File: src/design/spcs_pkg.sv
// Shared types and constants for the strict-priority call server.
package spcs_pkg;

    localparam int QUEUE_DEPTH = 16;
    localparam int NUM_CLASSES = 4;

    localparam int PTR_W       = (QUEUE_DEPTH > 1) ? $clog2(QUEUE_DEPTH) : 1;
    localparam int CNT_W       = $clog2(QUEUE_DEPTH + 1);
    localparam int SUM_W       = PTR_W + 2;
    localparam int CLS_W       = (NUM_CLASSES > 1) ? $clog2(NUM_CLASSES) : 1;
    localparam int STORE_DEPTH = NUM_CLASSES * QUEUE_DEPTH;
    localparam int ADDR_W      = $clog2(STORE_DEPTH);

    localparam logic KIND_ARRIVAL = 1'b0;
    localparam logic KIND_TICK    = 1'b1;

    typedef struct packed {
        logic [7:0]  id;
        logic [15:0] dur;
    } t_call;

    typedef struct packed {
        logic       valid;
        logic       kind;
        logic [1:0] cls;
        t_call      call;
    } t_req;

    typedef struct packed {
        logic             avail;
        logic [CLS_W-1:0] cls;
        t_call            call;
    } t_pick;

endpackage

File: src/design/spcs_queues.sv
// Per-class FIFO queues with prefetched head entries and priority pick.
module spcs_queues
    import spcs_pkg::*;
(
    input  logic  i_clk,
    input  logic  i_rst_n,
    input  t_req  i_req,
    input  logic  i_srv_busy,
    output t_pick o_pick,
    output logic  o_drop,
    output logic  o_empty_next
);

    logic [23:0]      mem [STORE_DEPTH];
    t_call            r_rdata;
    logic             r_pend;
    logic [CLS_W-1:0] r_pend_cls;
    logic             n_pend;

    t_call            r_hd    [NUM_CLASSES];
    t_call            n_hd    [NUM_CLASSES];
    logic [PTR_W-1:0] r_head  [NUM_CLASSES];
    logic [PTR_W-1:0] n_head  [NUM_CLASSES];
    logic [CNT_W-1:0] r_count [NUM_CLASSES];
    logic [CNT_W-1:0] n_count [NUM_CLASSES];

    t_call            eff [NUM_CLASSES];
    logic [CLS_W-1:0] a_cls;
    logic             cls_ok;
    logic             arrive;
    logic             wr_en;
    logic [SUM_W-1:0] tail_sum;
    logic [PTR_W-1:0] tail_pos;
    logic [ADDR_W-1:0] wr_addr;
    logic             pop;
    logic [PTR_W-1:0] pop_head;
    logic [ADDR_W-1:0] rd_addr;

    // Head of a class that was just refilled still sits in the read register.
    always_comb begin
        for (int c = 0; c < NUM_CLASSES; c++) begin
            eff[c] = (r_pend && (r_pend_cls == CLS_W'(c))) ? r_rdata : r_hd[c];
        end
    end

    always_comb begin
        o_pick = '0;
        for (int c = NUM_CLASSES - 1; c >= 0; c--) begin
            if (r_count[c] != '0) begin
                o_pick.avail = 1'b1;
                o_pick.cls   = CLS_W'(c);
                o_pick.call  = eff[c];
            end
        end
    end

    assign a_cls    = CLS_W'(i_req.cls);
    assign cls_ok   = (int'(i_req.cls) < NUM_CLASSES);
    assign arrive   = i_req.valid && (i_req.kind == KIND_ARRIVAL);
    assign o_drop   = arrive && (!cls_ok || (r_count[a_cls] == CNT_W'(QUEUE_DEPTH)));
    assign wr_en    = arrive && !o_drop;
    assign tail_sum = SUM_W'(r_head[a_cls]) + SUM_W'(r_count[a_cls]);
    assign tail_pos = (tail_sum >= SUM_W'(QUEUE_DEPTH)) ?
                      PTR_W'(tail_sum - SUM_W'(QUEUE_DEPTH)) : PTR_W'(tail_sum);
    assign wr_addr  = ADDR_W'(a_cls) * ADDR_W'(QUEUE_DEPTH) + ADDR_W'(tail_pos);

    assign pop      = i_req.valid && (i_req.kind == KIND_TICK) && !i_srv_busy && o_pick.avail;
    assign pop_head = (r_head[o_pick.cls] == PTR_W'(QUEUE_DEPTH - 1)) ?
                      '0 : r_head[o_pick.cls] + PTR_W'(1);
    assign rd_addr  = ADDR_W'(o_pick.cls) * ADDR_W'(QUEUE_DEPTH) + ADDR_W'(pop_head);
    assign n_pend   = pop && (r_count[o_pick.cls] > CNT_W'(1));

    always_comb begin
        for (int c = 0; c < NUM_CLASSES; c++) begin
            n_hd[c]    = r_hd[c];
            n_head[c]  = r_head[c];
            n_count[c] = r_count[c];
        end
        if (r_pend) begin
            n_hd[r_pend_cls] = r_rdata;
        end
        if (wr_en) begin
            n_count[a_cls] = r_count[a_cls] + CNT_W'(1);
            if (r_count[a_cls] == '0) begin
                n_hd[a_cls] = i_req.call;
            end
        end
        if (pop) begin
            n_head[o_pick.cls]  = pop_head;
            n_count[o_pick.cls] = r_count[o_pick.cls] - CNT_W'(1);
        end
    end

    always_comb begin
        o_empty_next = 1'b1;
        for (int c = 0; c < NUM_CLASSES; c++) begin
            if (n_count[c] != '0) begin
                o_empty_next = 1'b0;
            end
        end
    end

    always_ff @(posedge i_clk) begin
        if (wr_en) begin
            mem[wr_addr] <= i_req.call;
        end
        if (pop) begin
            r_rdata <= mem[rd_addr];
        end
    end

    always_ff @(posedge i_clk) begin
        for (int c = 0; c < NUM_CLASSES; c++) begin
            r_hd[c] <= n_hd[c];
        end
        r_pend_cls <= o_pick.cls;
    end

    always_ff @(posedge i_clk) begin
        if (!i_rst_n) begin
            r_pend <= 1'b0;
            for (int c = 0; c < NUM_CLASSES; c++) begin
                r_head[c]  <= '0;
                r_count[c] <= '0;
            end
        end else begin
            r_pend <= n_pend;
            for (int c = 0; c < NUM_CLASSES; c++) begin
                r_head[c]  <= n_head[c];
                r_count[c] <= n_count[c];
            end
        end
    end

    // A refill is only pending for a class that still holds calls.
    a_pend_nonempty: assert property (@(posedge i_clk) disable iff (!i_rst_n)
        r_pend |-> (r_count[r_pend_cls] != '0))
        else $error("refill pending on empty class");

    // A pop issues a refill exactly when the class keeps calls afterwards.
    a_pend_follows_pop: assert property (@(posedge i_clk) disable iff (!i_rst_n)
        (pop && (r_count[o_pick.cls] > CNT_W'(1))) |=> r_pend)
        else $error("missing head refill after pop");

endmodule

File: src/design/spcs_server.sv
// Server state, tick counter and result register.
module spcs_server
    import spcs_pkg::*;
(
    input  logic        i_clk,
    input  logic        i_rst_n,
    input  t_req        i_req,
    input  t_pick       i_pick,
    input  logic        i_drop,
    input  logic        i_empty_next,
    output logic        o_srv_busy,
    output logic        o_valid,
    output logic [31:0] o_tick_number,
    output logic        o_answered,
    output logic [7:0]  o_answered_id,
    output logic [1:0]  o_answered_class,
    output logic        o_finished,
    output logic [7:0]  o_finished_id,
    output logic        o_arrival_dropped,
    output logic        o_all_idle
);

    logic        r_busy, n_busy;
    logic [7:0]  r_id, n_id;
    logic [15:0] r_dur, n_dur;
    logic [15:0] r_tis, n_tis;
    logic [31:0] r_tick, n_tick;

    logic        ans, fin;
    logic [7:0]  ans_id, fin_id;
    logic [1:0]  ans_cls;

    logic        r_valid;
    logic [31:0] r_tick_number;
    logic        r_answered;
    logic [7:0]  r_answered_id;
    logic [1:0]  r_answered_class;
    logic        r_finished;
    logic [7:0]  r_finished_id;
    logic        r_dropped;
    logic        r_all_idle;

    always_comb begin
        n_busy  = r_busy;
        n_id    = r_id;
        n_dur   = r_dur;
        n_tis   = r_tis;
        n_tick  = r_tick;
        ans     = 1'b0;
        ans_id  = '0;
        ans_cls = '0;
        fin     = 1'b0;
        fin_id  = '0;
        if (i_req.valid && (i_req.kind == KIND_TICK)) begin
            if (!r_busy && i_pick.avail) begin
                n_busy  = 1'b1;
                n_id    = i_pick.call.id;
                n_dur   = i_pick.call.dur;
                n_tis   = '0;
                ans     = 1'b1;
                ans_id  = i_pick.call.id;
                ans_cls = 2'(i_pick.cls);
            end
            if (n_busy) begin
                // may finish on the answering tick
                if (({1'b0, n_tis} + 17'd1) >= {1'b0, n_dur}) begin
                    fin    = 1'b1;
                    fin_id = n_id;
                    n_busy = 1'b0;
                    n_tis  = '0;
                end else begin
                    n_tis = n_tis + 16'd1;
                end
            end
            n_tick = r_tick + 32'd1;
        end
    end

    always_ff @(posedge i_clk) begin
        if (!i_rst_n) begin
            r_busy  <= 1'b0;
            r_id    <= '0;
            r_dur   <= '0;
            r_tis   <= '0;
            r_tick  <= '0;
            r_valid <= 1'b0;
        end else begin
            r_busy  <= n_busy;
            r_id    <= n_id;
            r_dur   <= n_dur;
            r_tis   <= n_tis;
            r_tick  <= n_tick;
            r_valid <= i_req.valid;
        end
    end

    always_ff @(posedge i_clk) begin
        r_tick_number    <= r_tick;
        r_answered       <= ans;
        r_answered_id    <= ans_id;
        r_answered_class <= ans_cls;
        r_finished       <= fin;
        r_finished_id    <= fin_id;
        r_dropped        <= i_drop;
        r_all_idle       <= !n_busy && i_empty_next;
    end

    assign o_srv_busy        = r_busy;
    assign o_valid           = r_valid;
    assign o_tick_number     = r_tick_number;
    assign o_answered        = r_answered;
    assign o_answered_id     = r_answered_id;
    assign o_answered_class  = r_answered_class;
    assign o_finished        = r_finished;
    assign o_finished_id     = r_finished_id;
    assign o_arrival_dropped = r_dropped;
    assign o_all_idle        = r_all_idle;

    // A call in service has not yet reached its duration.
    a_tis_below_dur: assert property (@(posedge i_clk) disable iff (!i_rst_n)
        r_busy |-> (r_tis < r_dur))
        else $error("call in service overran its duration");

    // A result strobe always follows an accepted request.
    a_strobe_after_req: assert property (@(posedge i_clk) disable iff (!i_rst_n)
        o_valid |-> $past(i_req.valid))
        else $error("result without request");

    // Dropped arrivals never answer or finish a call.
    a_drop_excl: assert property (@(posedge i_clk) disable iff (!i_rst_n)
        (o_valid && o_arrival_dropped) |-> (!o_answered && !o_finished))
        else $error("drop flagged on a tick result");

    // Answering only happens from an idle server; an idle server answers on any tick with a waiting call.
    a_answer_from_idle: assert property (@(posedge i_clk) disable iff (!i_rst_n)
        (i_req.valid && (i_req.kind == KIND_TICK) && !r_busy && i_pick.avail) |=> o_answered)
        else $error("idle server skipped a waiting call");

endmodule

File: src/design/strict_priority_call_server_top.sv
// Top level of the strict-priority four-class call server.
// One request is taken per clock: a request is accepted when start is high and
// busy is low, and its result is registered onto the result ports, shown for
// exactly one cycle and flagged by o_valid. busy is high during reset and until r_up
// is set after it; afterwards every cycle can carry a request, since the priority pick
// reads prefetched head entries and the queue memory refills a popped head in the
// cycle after the pop. The receiver must take each result in the cycle it shows.
module strict_priority_call_server_top
    import spcs_pkg::*;
(
    input  logic        i_clk,
    input  logic        i_rst_n,
    input  logic        start,
    output logic        busy,
    input  logic        i_kind,
    input  logic [1:0]  i_member_class,
    input  logic [7:0]  i_caller_id,
    input  logic [15:0] i_call_duration,
    output logic        o_valid,
    output logic [31:0] o_tick_number,
    output logic        o_answered,
    output logic [7:0]  o_answered_id,
    output logic [1:0]  o_answered_class,
    output logic        o_finished,
    output logic [7:0]  o_finished_id,
    output logic        o_arrival_dropped,
    output logic        o_all_idle
);

    logic  r_up;
    t_req  req;
    t_pick pick;
    logic  drop;
    logic  empty_next;
    logic  srv_busy;

    always_ff @(posedge i_clk) begin
        if (!i_rst_n) begin
            r_up <= 1'b0;
        end else begin
            r_up <= 1'b1;
        end
    end

    assign busy          = !r_up;
    assign req.valid     = start && r_up;
    assign req.kind      = i_kind;
    assign req.cls       = i_member_class;
    assign req.call.id   = i_caller_id;
    assign req.call.dur  = i_call_duration;

    spcs_queues u_queues (
        .i_clk        (i_clk),
        .i_rst_n      (i_rst_n),
        .i_req        (req),
        .i_srv_busy   (srv_busy),
        .o_pick       (pick),
        .o_drop       (drop),
        .o_empty_next (empty_next)
    );

    spcs_server u_server (
        .i_clk             (i_clk),
        .i_rst_n           (i_rst_n),
        .i_req             (req),
        .i_pick            (pick),
        .i_drop            (drop),
        .i_empty_next      (empty_next),
        .o_srv_busy        (srv_busy),
        .o_valid           (o_valid),
        .o_tick_number     (o_tick_number),
        .o_answered        (o_answered),
        .o_answered_id     (o_answered_id),
        .o_answered_class  (o_answered_class),
        .o_finished        (o_finished),
        .o_finished_id     (o_finished_id),
        .o_arrival_dropped (o_arrival_dropped),
        .o_all_idle        (o_all_idle)
    );

endmodule
File: config.mk
export PLATFORM = sky130hd
export DESIGN_NAME = strict_priority_call_server_top
export DESIGN_NICKNAME = d
export VERILOG_FILES = /design/src/design/spcs_pkg.sv /design/src/design/spcs_queues.sv /design/src/design/spcs_server.sv /design/src/design/strict_priority_call_server_top.sv
export SDC_FILE = /design/constraint.sdc
export NUM_CORES = 2
export LEC_CHECK = 0
export BUFFER_PORTS_ARGS = -buffer_cell sky130_fd_sc_hd__buf_2
export CAP_MARGIN = 25
export CELL_PAD_IN_SITES_DETAIL_PLACEMENT = 1
export CELL_PAD_IN_SITES_GLOBAL_PLACEMENT = 2
export CORE_MARGIN = 5
export CORE_UTILIZATION = 46
export DETAILED_ROUTE_END_ITERATION = 6
export PLACE_DENSITY = 0.78
export SKIP_LAST_GASP = 1
export SLEW_MARGIN = 40
export SYNTH_ARGS = -nofsm -noshare
export SYNTH_HDL_FRONTEND = slang
export SYNTH_SLANG_ARGS = --single-unit
File: constraint.sdc
create_clock -name i_clk -period 5.87 [get_ports i_clk]
set_clock_uncertainty 0.2 [all_clocks]
set_input_delay 0.587 -clock i_clk [delete_from_list [all_inputs] [get_ports i_clk]]
set_output_delay 0.587 -clock i_clk [all_outputs]
set_load 0.005 [all_outputs]
# After elaboration in Yosys (flattened, before gate mapping)
# Memories as Yosys holds them, arrays and structs flattened. A register that Yosys moved wholly into a read port is not among the register bits.
# Index checks and enable logic that the tools add are counted.
# totals
regBits	132
mem_bits_rw	1668
input_bits	30
out_inout_bits	56
elab_cells	152
n_memories	4
# classes
add_sub_neg	10
magnitude_cmp	9
n_eq_ne	5
n_mux	61
n_bitwise	12
reduce_logical	34
# mem_list
memory	depth	word_bits	read_ports	rd_clocked_by_memory_dff	write_ports	line	source
u_queues.mem	64	24	1	1	1	spcs_queues.sv:14	logic [23:0] mem [STORE_DEPTH];
u_queues.r_hd	4	24	4	0	4	spcs_queues.sv:20	t_call r_hd [NUM_CLASSES];
u_queues.r_count	4	5	6	0	4	spcs_queues.sv:24	logic [CNT_W-1:0] r_count [NUM_CLASSES];
u_queues.r_head	4	4	6	0	4	spcs_queues.sv:22	logic [PTR_W-1:0] r_head [NUM_CLASSES];
# op_table
operator	n
$mux W96	3
$bwmux W96	2
$mux W24	6
$mux W16	7
$mux W27	4
$demux W24 S2	2
$bwmux W20	2
$mux W20	2
$reduce_bool A5 Y1	8
$add A32 B1 Y32 const B	1
$mux W5	6
$mux W4	7
$demux W5 S2	2
$add A16 B1 Y17 const B	1
$ge A17 B16 Y1	1
$logic_and A1 B1 Y1	17
$add A16 B1 Y16 const B	1
$bwmux W16	1
$mux W1	15
$add A6 B4 Y6	2
$ge A3 B3 Y1 const B	3
$lt A3 B1 Y1 const B	3
$not A2 Y3	3
$demux W4 S2	1
other kinds (19)	31

# Longest topological paths before layout
# logic_depth
depth_word	20
depth_mapped	22
mapped_depth_nobuf	18

# Hierarchy
# From an unflattened synthesis, not the netlist that was laid out.
# hier_totals
hier_cells	5197
area_unflattened_um2	72214.3
# by_module_without_submodules
module	instances	cells_each	area_each_um2	seq_area_each_um2
spcs_queues	1	4669	67198.2	49547.5
spcs_server	1	525	4986.0	2562.5
strict_priority_call_server_top	1	3	30.0	20.0

# Least setup slack after synthesis
# No wires, ideal clock.
# synth_path
path_type	register to register
from	memory u_queues.r_count[2][1] (netlist name)
to	register u_server.r_tis[10]
setup_time_ns	0.070
arrival_ns	4.690
required_ns	5.600
path_slack_ns	0.909
stages_incl_launch_ff	22
n_path_buf	4
synth_period_minus_slack_ns	4.961
path_cell_list	dfxtp_1 -> or4_1 -> buf_2 -> nor4_2 -> nand3_1 -> nand2b_1 -> clkbuf_1 -> clkbuf_1 -> nor2_1 -> a21oi_1 -> ha_1 -> nor2b_1 -> o21a_1 -> o21a_1 -> o21ai_0 -> nand2b_1 -> a2111oi_0 -> o221ai_1 -> nor2_1 -> clkbuf_1 -> nand3_1 -> a21oi_1
# synth_rtl
element	line	source
start, declared	spcs_queues.sv:24	
end signal, assigned	spcs_server.sv:91	r_tis <= n_tis;
end, declared	spcs_server.sv:26	logic [15:0] r_tis, n_tis;

==> impl_summary.log <==
[metrics] outcome: complete, no violations
[metrics] Final Hold Viols: 0
[metrics] maximum number of pins on one net before global-route repair: 83
[metrics] flip-flop and latch count after synthesis: 1824
[metrics] placed instance area: 76300 um2
[metrics] total negative setup slack: 0 ps
[metrics] clock slew at the register clock pins of the worst setup and hold paths: 60 ps
[metrics] met2 routed WL: 108 mm
[metrics] peak per-stage delay on the critical path: 740 ps
[metrics] largest cells by area after synthesis: edfxtp_1 65%, dfxtp_1 7.3%, mux2i_1 5.6%
[metrics] cell with the biggest individual delay on the critical path: or4_1
[metrics] Global Route Usage Sum: 0.276
[metrics] power per unit of standard cell area: 397 nW/um2
[metrics] Flop pwr share: 0.447
[metrics] number of iterations in the first detailed-routing pass: 6
[metrics] time the final worst path needs with I/O delays and setup: 5450 ps
[metrics] number of nets with antenna violations after detailed routing: 0
[metrics] classification of the worst-slack hold path: input pin to flip-flop
[metrics] clock sink count: 1824
[metrics] setup fix buffers added after clock tree synthesis: 0
[metrics] Internal Dissipation: 22.9 mW
[metrics] family with the most delay on the worst path: compound AO/OA/AOI/OAI gates
[metrics] clock latency of the later-clocked register in the worst-skew pair: 830 ps
[metrics] wire length on met1: 95.7 mm
[metrics] EDFF count, synth: 1560
[metrics] overall die area: 165000 um2
[metrics] unrepaired setup endpoints after global routing: false
[metrics] simple-gate area share of the yosys netlist: 0.107
[metrics] final max-slew violation count: 0
[metrics] maximum clock rate: 0.183 GHz
[metrics] worst setup slack before clock tree synthesis: 273 ps
[metrics] antenna violations before repair: 15
[metrics] Longest Clk Path Bufs: 3
[metrics] post-synthesis xor/xnor area fraction: 0.00677
[metrics] tightest slew margin relative to the limit: 0.378
[metrics] IR drop worst, VDD: 0.338 mV
[metrics] Netlist cell types: 78
[metrics] CP required: 6210 ps
[metrics] drt initial violations: 5017
[metrics] core area: 156000 um2
[metrics] I/O Pins: 86
[metrics] Top Metal Used: met5
[metrics] Post-Synthesis Net Count: 5263
[metrics] via count: 47100
[metrics] root cell of the clock tree: clkbuf_16
[metrics] detailed-routed wire length on met3: 17.0 mm
[metrics] dominant cell type by area after synthesis: edfxtp_1
[metrics] global-route wire length before repair: 331 mm
[metrics] Sw Ratio: 0.299
[metrics] post-synthesis compound-gate area fraction: 0.0762
[metrics] fraction of layout cells with a size suffix above 1: 0.131
[metrics] proportion of synthesized chip area in sequential cells: 0.724
[metrics] Net Sw Power: 9.76 mW
[metrics] Area growth, synth to finish: 14.2%
[metrics] Clock H-tree levels: 4
[metrics] Die Span Y: 406 um
[metrics] number of placement rows: 145
[metrics] leading cell types by count after synthesis: 1560 x edfxtp_1, 992 x nand2_1, 401 x mux2i_1
[metrics] average cell area after synthesis: 13.8 um2
[metrics] CTS tree: done
[metrics] final period utilization: 0.928
[metrics] average via count per standard cell: 6.16
[metrics] floorplan die width: 406 um
[metrics] arrival time of the worst setup path: 5790 ps
[metrics] sort of element at the end of the critical path: flip-flop
[metrics] critical setup path kind: flip-flop to flip-flop
[metrics] vias in the first global route: 47700
[metrics] measured slew at the worst slew-check pin: 929 ps
[metrics] post-synthesis async set-or-reset flop share: 0
[metrics] proportion of synthesized area in mux cells: 0.0585
[metrics] Finished Cell Area: 82300 um2
[metrics] number of nets in the layout: 5489
[metrics] synthesized instance count: 5206
[metrics] ordered list of cells on the worst path: or4_1 > o211ai_1 > o22ai_1 > a222oi_1 > ha_1 > inv_1 > o31a_2 > buf_12 > buf_12 > mux2i_1 > a32oi_1 > and3_1 > a31oi_1 > nand4_1
[metrics] routed wire length per instance: 30.1 um
[metrics] library cell with the highest instance count after synthesis: edfxtp_1
[metrics] main combinational cell family by area after synthesis: simple AND/OR/NAND/NOR gates
[metrics] aggregate routed wire length: 230 mm
[metrics] number of DRC violations after detailed routing: 0
[metrics] Final Util: 0.527
[metrics] min setup slack post-route: 420 ps
[metrics] adder-cell area share of the yosys netlist: 0.00479
[metrics] share of power burned in the clock network: 0.354
[metrics] clock buffers created by TritonCTS: 188
[metrics] total standard cell area after synthesis: 72000 um2
[metrics] port bufs: 85
[metrics] Comb power frac: 0.199
[metrics] portion of synthesized cell area occupied by the leading cell type: 0.650
[metrics] final-report setup violation count: 0
[metrics] total number of yosys warnings: 0
[metrics] total congestion overflow: 0
[metrics] max-cap check violation count: 0
[metrics] detailed-placement wirelength estimate: 136 mm
[metrics] GPL Wtd Cong: 0.876
[metrics] Buffers & Inverters on Critical Path: 3
[metrics] kind of start point of the critical path: flip-flop
[metrics] Leakage Power: 30.0 nW
[metrics] Crit Path Max Fanout: 68
[metrics] Top FF cell, synth: edfxtp_1
[metrics] Initial Utilization: 0.462
[metrics] most frequent cell on the critical path: buf_12
-- flip-flops by register name (all words and copies together), names as in the netlist, 2 cells and up --
register	flops
u_server.o_finished_id	8
u_server.r_tis	16
u_server.o_answered_class	2
u_server.o_answered_id	8
u_server.r_id	8
u_queues.r_head	16
u_queues.r_hd	96
u_queues.r_count	20
u_queues.r_pend_cls	2
u_server.r_tick	32
u_server.r_dur	16
u_queues.r_rdata	24
u_queues.mem	1536
u_server.o_tick_number	32
-- per-layer routing --
layer,vias to the layer above,global-route usage
li1,20200,-
met1,24600,0.377
met2,1923,0.446
met3,375,0.0445
met4,2,0.109
met5,-,0
-- cells in the final DEF, fill, tap and decap left out, types with 8 or more instances in the layout --
master and count:
a211oi_1 37, a21oi_1 214, a22oi_1 23, a31oi_1 64, a32oi_1 293, and2_1 10, and3_1 83, buf_12 36
buf_2 85, buf_4 207, buf_6 19, bufinv_16 12, clkbuf_1 39, clkbuf_16 191, clkinv_1 34, clkinv_2 23
dfxtp_1 264, diode_2 14, edfxtp_1 1560, ha_1 26, inv_1 23, mux2i_1 401, mux4_2 9, nand2_1 986
nand2b_1 8, nand3_1 164, nand4_1 100, nor2_1 278, nor2_2 73, nor2_4 8, nor3_1 9, o21a_1 8
o21ai_0 22, o22ai_1 52, or3_1 13, xnor2_1 21, xor2_1 31
-- per-stage QoR --
step                      hold slack, ps  instances  total power [mW]
after global routing                81.1       7635              33.7
after detailed placement             159       7296              21.3
final                               86.6       7642              32.7
after CTS                           37.9       7628              32.8
after floorplan                      149       5206              17.9
after global placement               163       7289              21.1
-- timing repair --
| action | in CTS | in global routing |
|---|---|---|
| hold buffers | 4 | 0 |
| endpoints found under the hold margin | 13 | 0 |
| setup endpoints to repair | 0 | 9 |
| gates resized for setup | 0 | 1 |
-- worst register-to-register path, cell delays in order, from the launching register on --
cell and delay (ps):
dfxtp_1 360, or4_1 740, o211ai_1 340, o22ai_1 130, a222oi_1 490, ha_1 340
inv_1 150, o31a_2 440, buf_12 220, buf_12 340, mux2i_1 240, a32oi_1 80
and3_1 230, a31oi_1 700, nand4_1 170
-- power groups by stage --
stage | Sequential (mW) | Clock [mW] | Combinational (mW)
3_3_place_gp | 14.9 | 0 | 6.27
2_1_floorplan | 14.8 | 0 | 3.10
3_5_place_dp | 14.9 | 0 | 6.41
4_1_cts | 14.6 | 11.8 | 6.45
6_report | 14.6 | 11.6 | 6.50
5_1_grt | 14.6 | 12.3 | 6.78
-- cell families (layout without fill, tap and decap cells) --
family	Yosys count	count (layout)
other	0	14
xor gates and xnor gates	54	54
AOI/OAI and AO/OA	768	768
DFF	1824	1824
muxes	410	410
and+or+nand+nor	1779	1779
buffers and inverters	344	708
adders and majority gates	27	27
-- path summary, 6_finish.rpt --
| path | to | start | slack [ps] | cells past startpoint |
|---|---|---|---|---|
| setup / recovery | u_queues.r_rdata[5]$_DFFE_PP_ | u_queues.r_count[2][1]$_SDFF_PN0_ | 420 | 14 |
| hold / removal | u_queues.mem[58][16]$_DFFE_PP_ | i_caller_id[0] | 90 | 2 |
| setup reg to reg | u_queues.r_rdata[5]$_DFFE_PP_ | u_queues.r_count[2][1]$_SDFF_PN0_ | 420 | 14 |
| hold reg to reg | u_server.o_tick_number[31]$_DFF_P_ | u_server.r_tick[31]$_SDFFE_PN0P_ | 170 | 0 |
-- layout make-up --
| cell class | instances | area [um2] |
|---|---|---|
| Timing Repair Buffer | 355 | 3060 |
| Fill cell | 15200 | 73800 |
| Sequential cell | 1824 | 52100 |
| Clock buffer | 244 | 5060 |
| Multi-Input combinational cell | 3038 | 18500 |
| Clock inverter | 84 | 815 |
| Inverter | 25 | 95.1 |
| Tap cell | 2058 | 2570 |
| Antenna cell | 14 | 35.0 |
No activity file was read; power rests on OpenSTA's default activity.
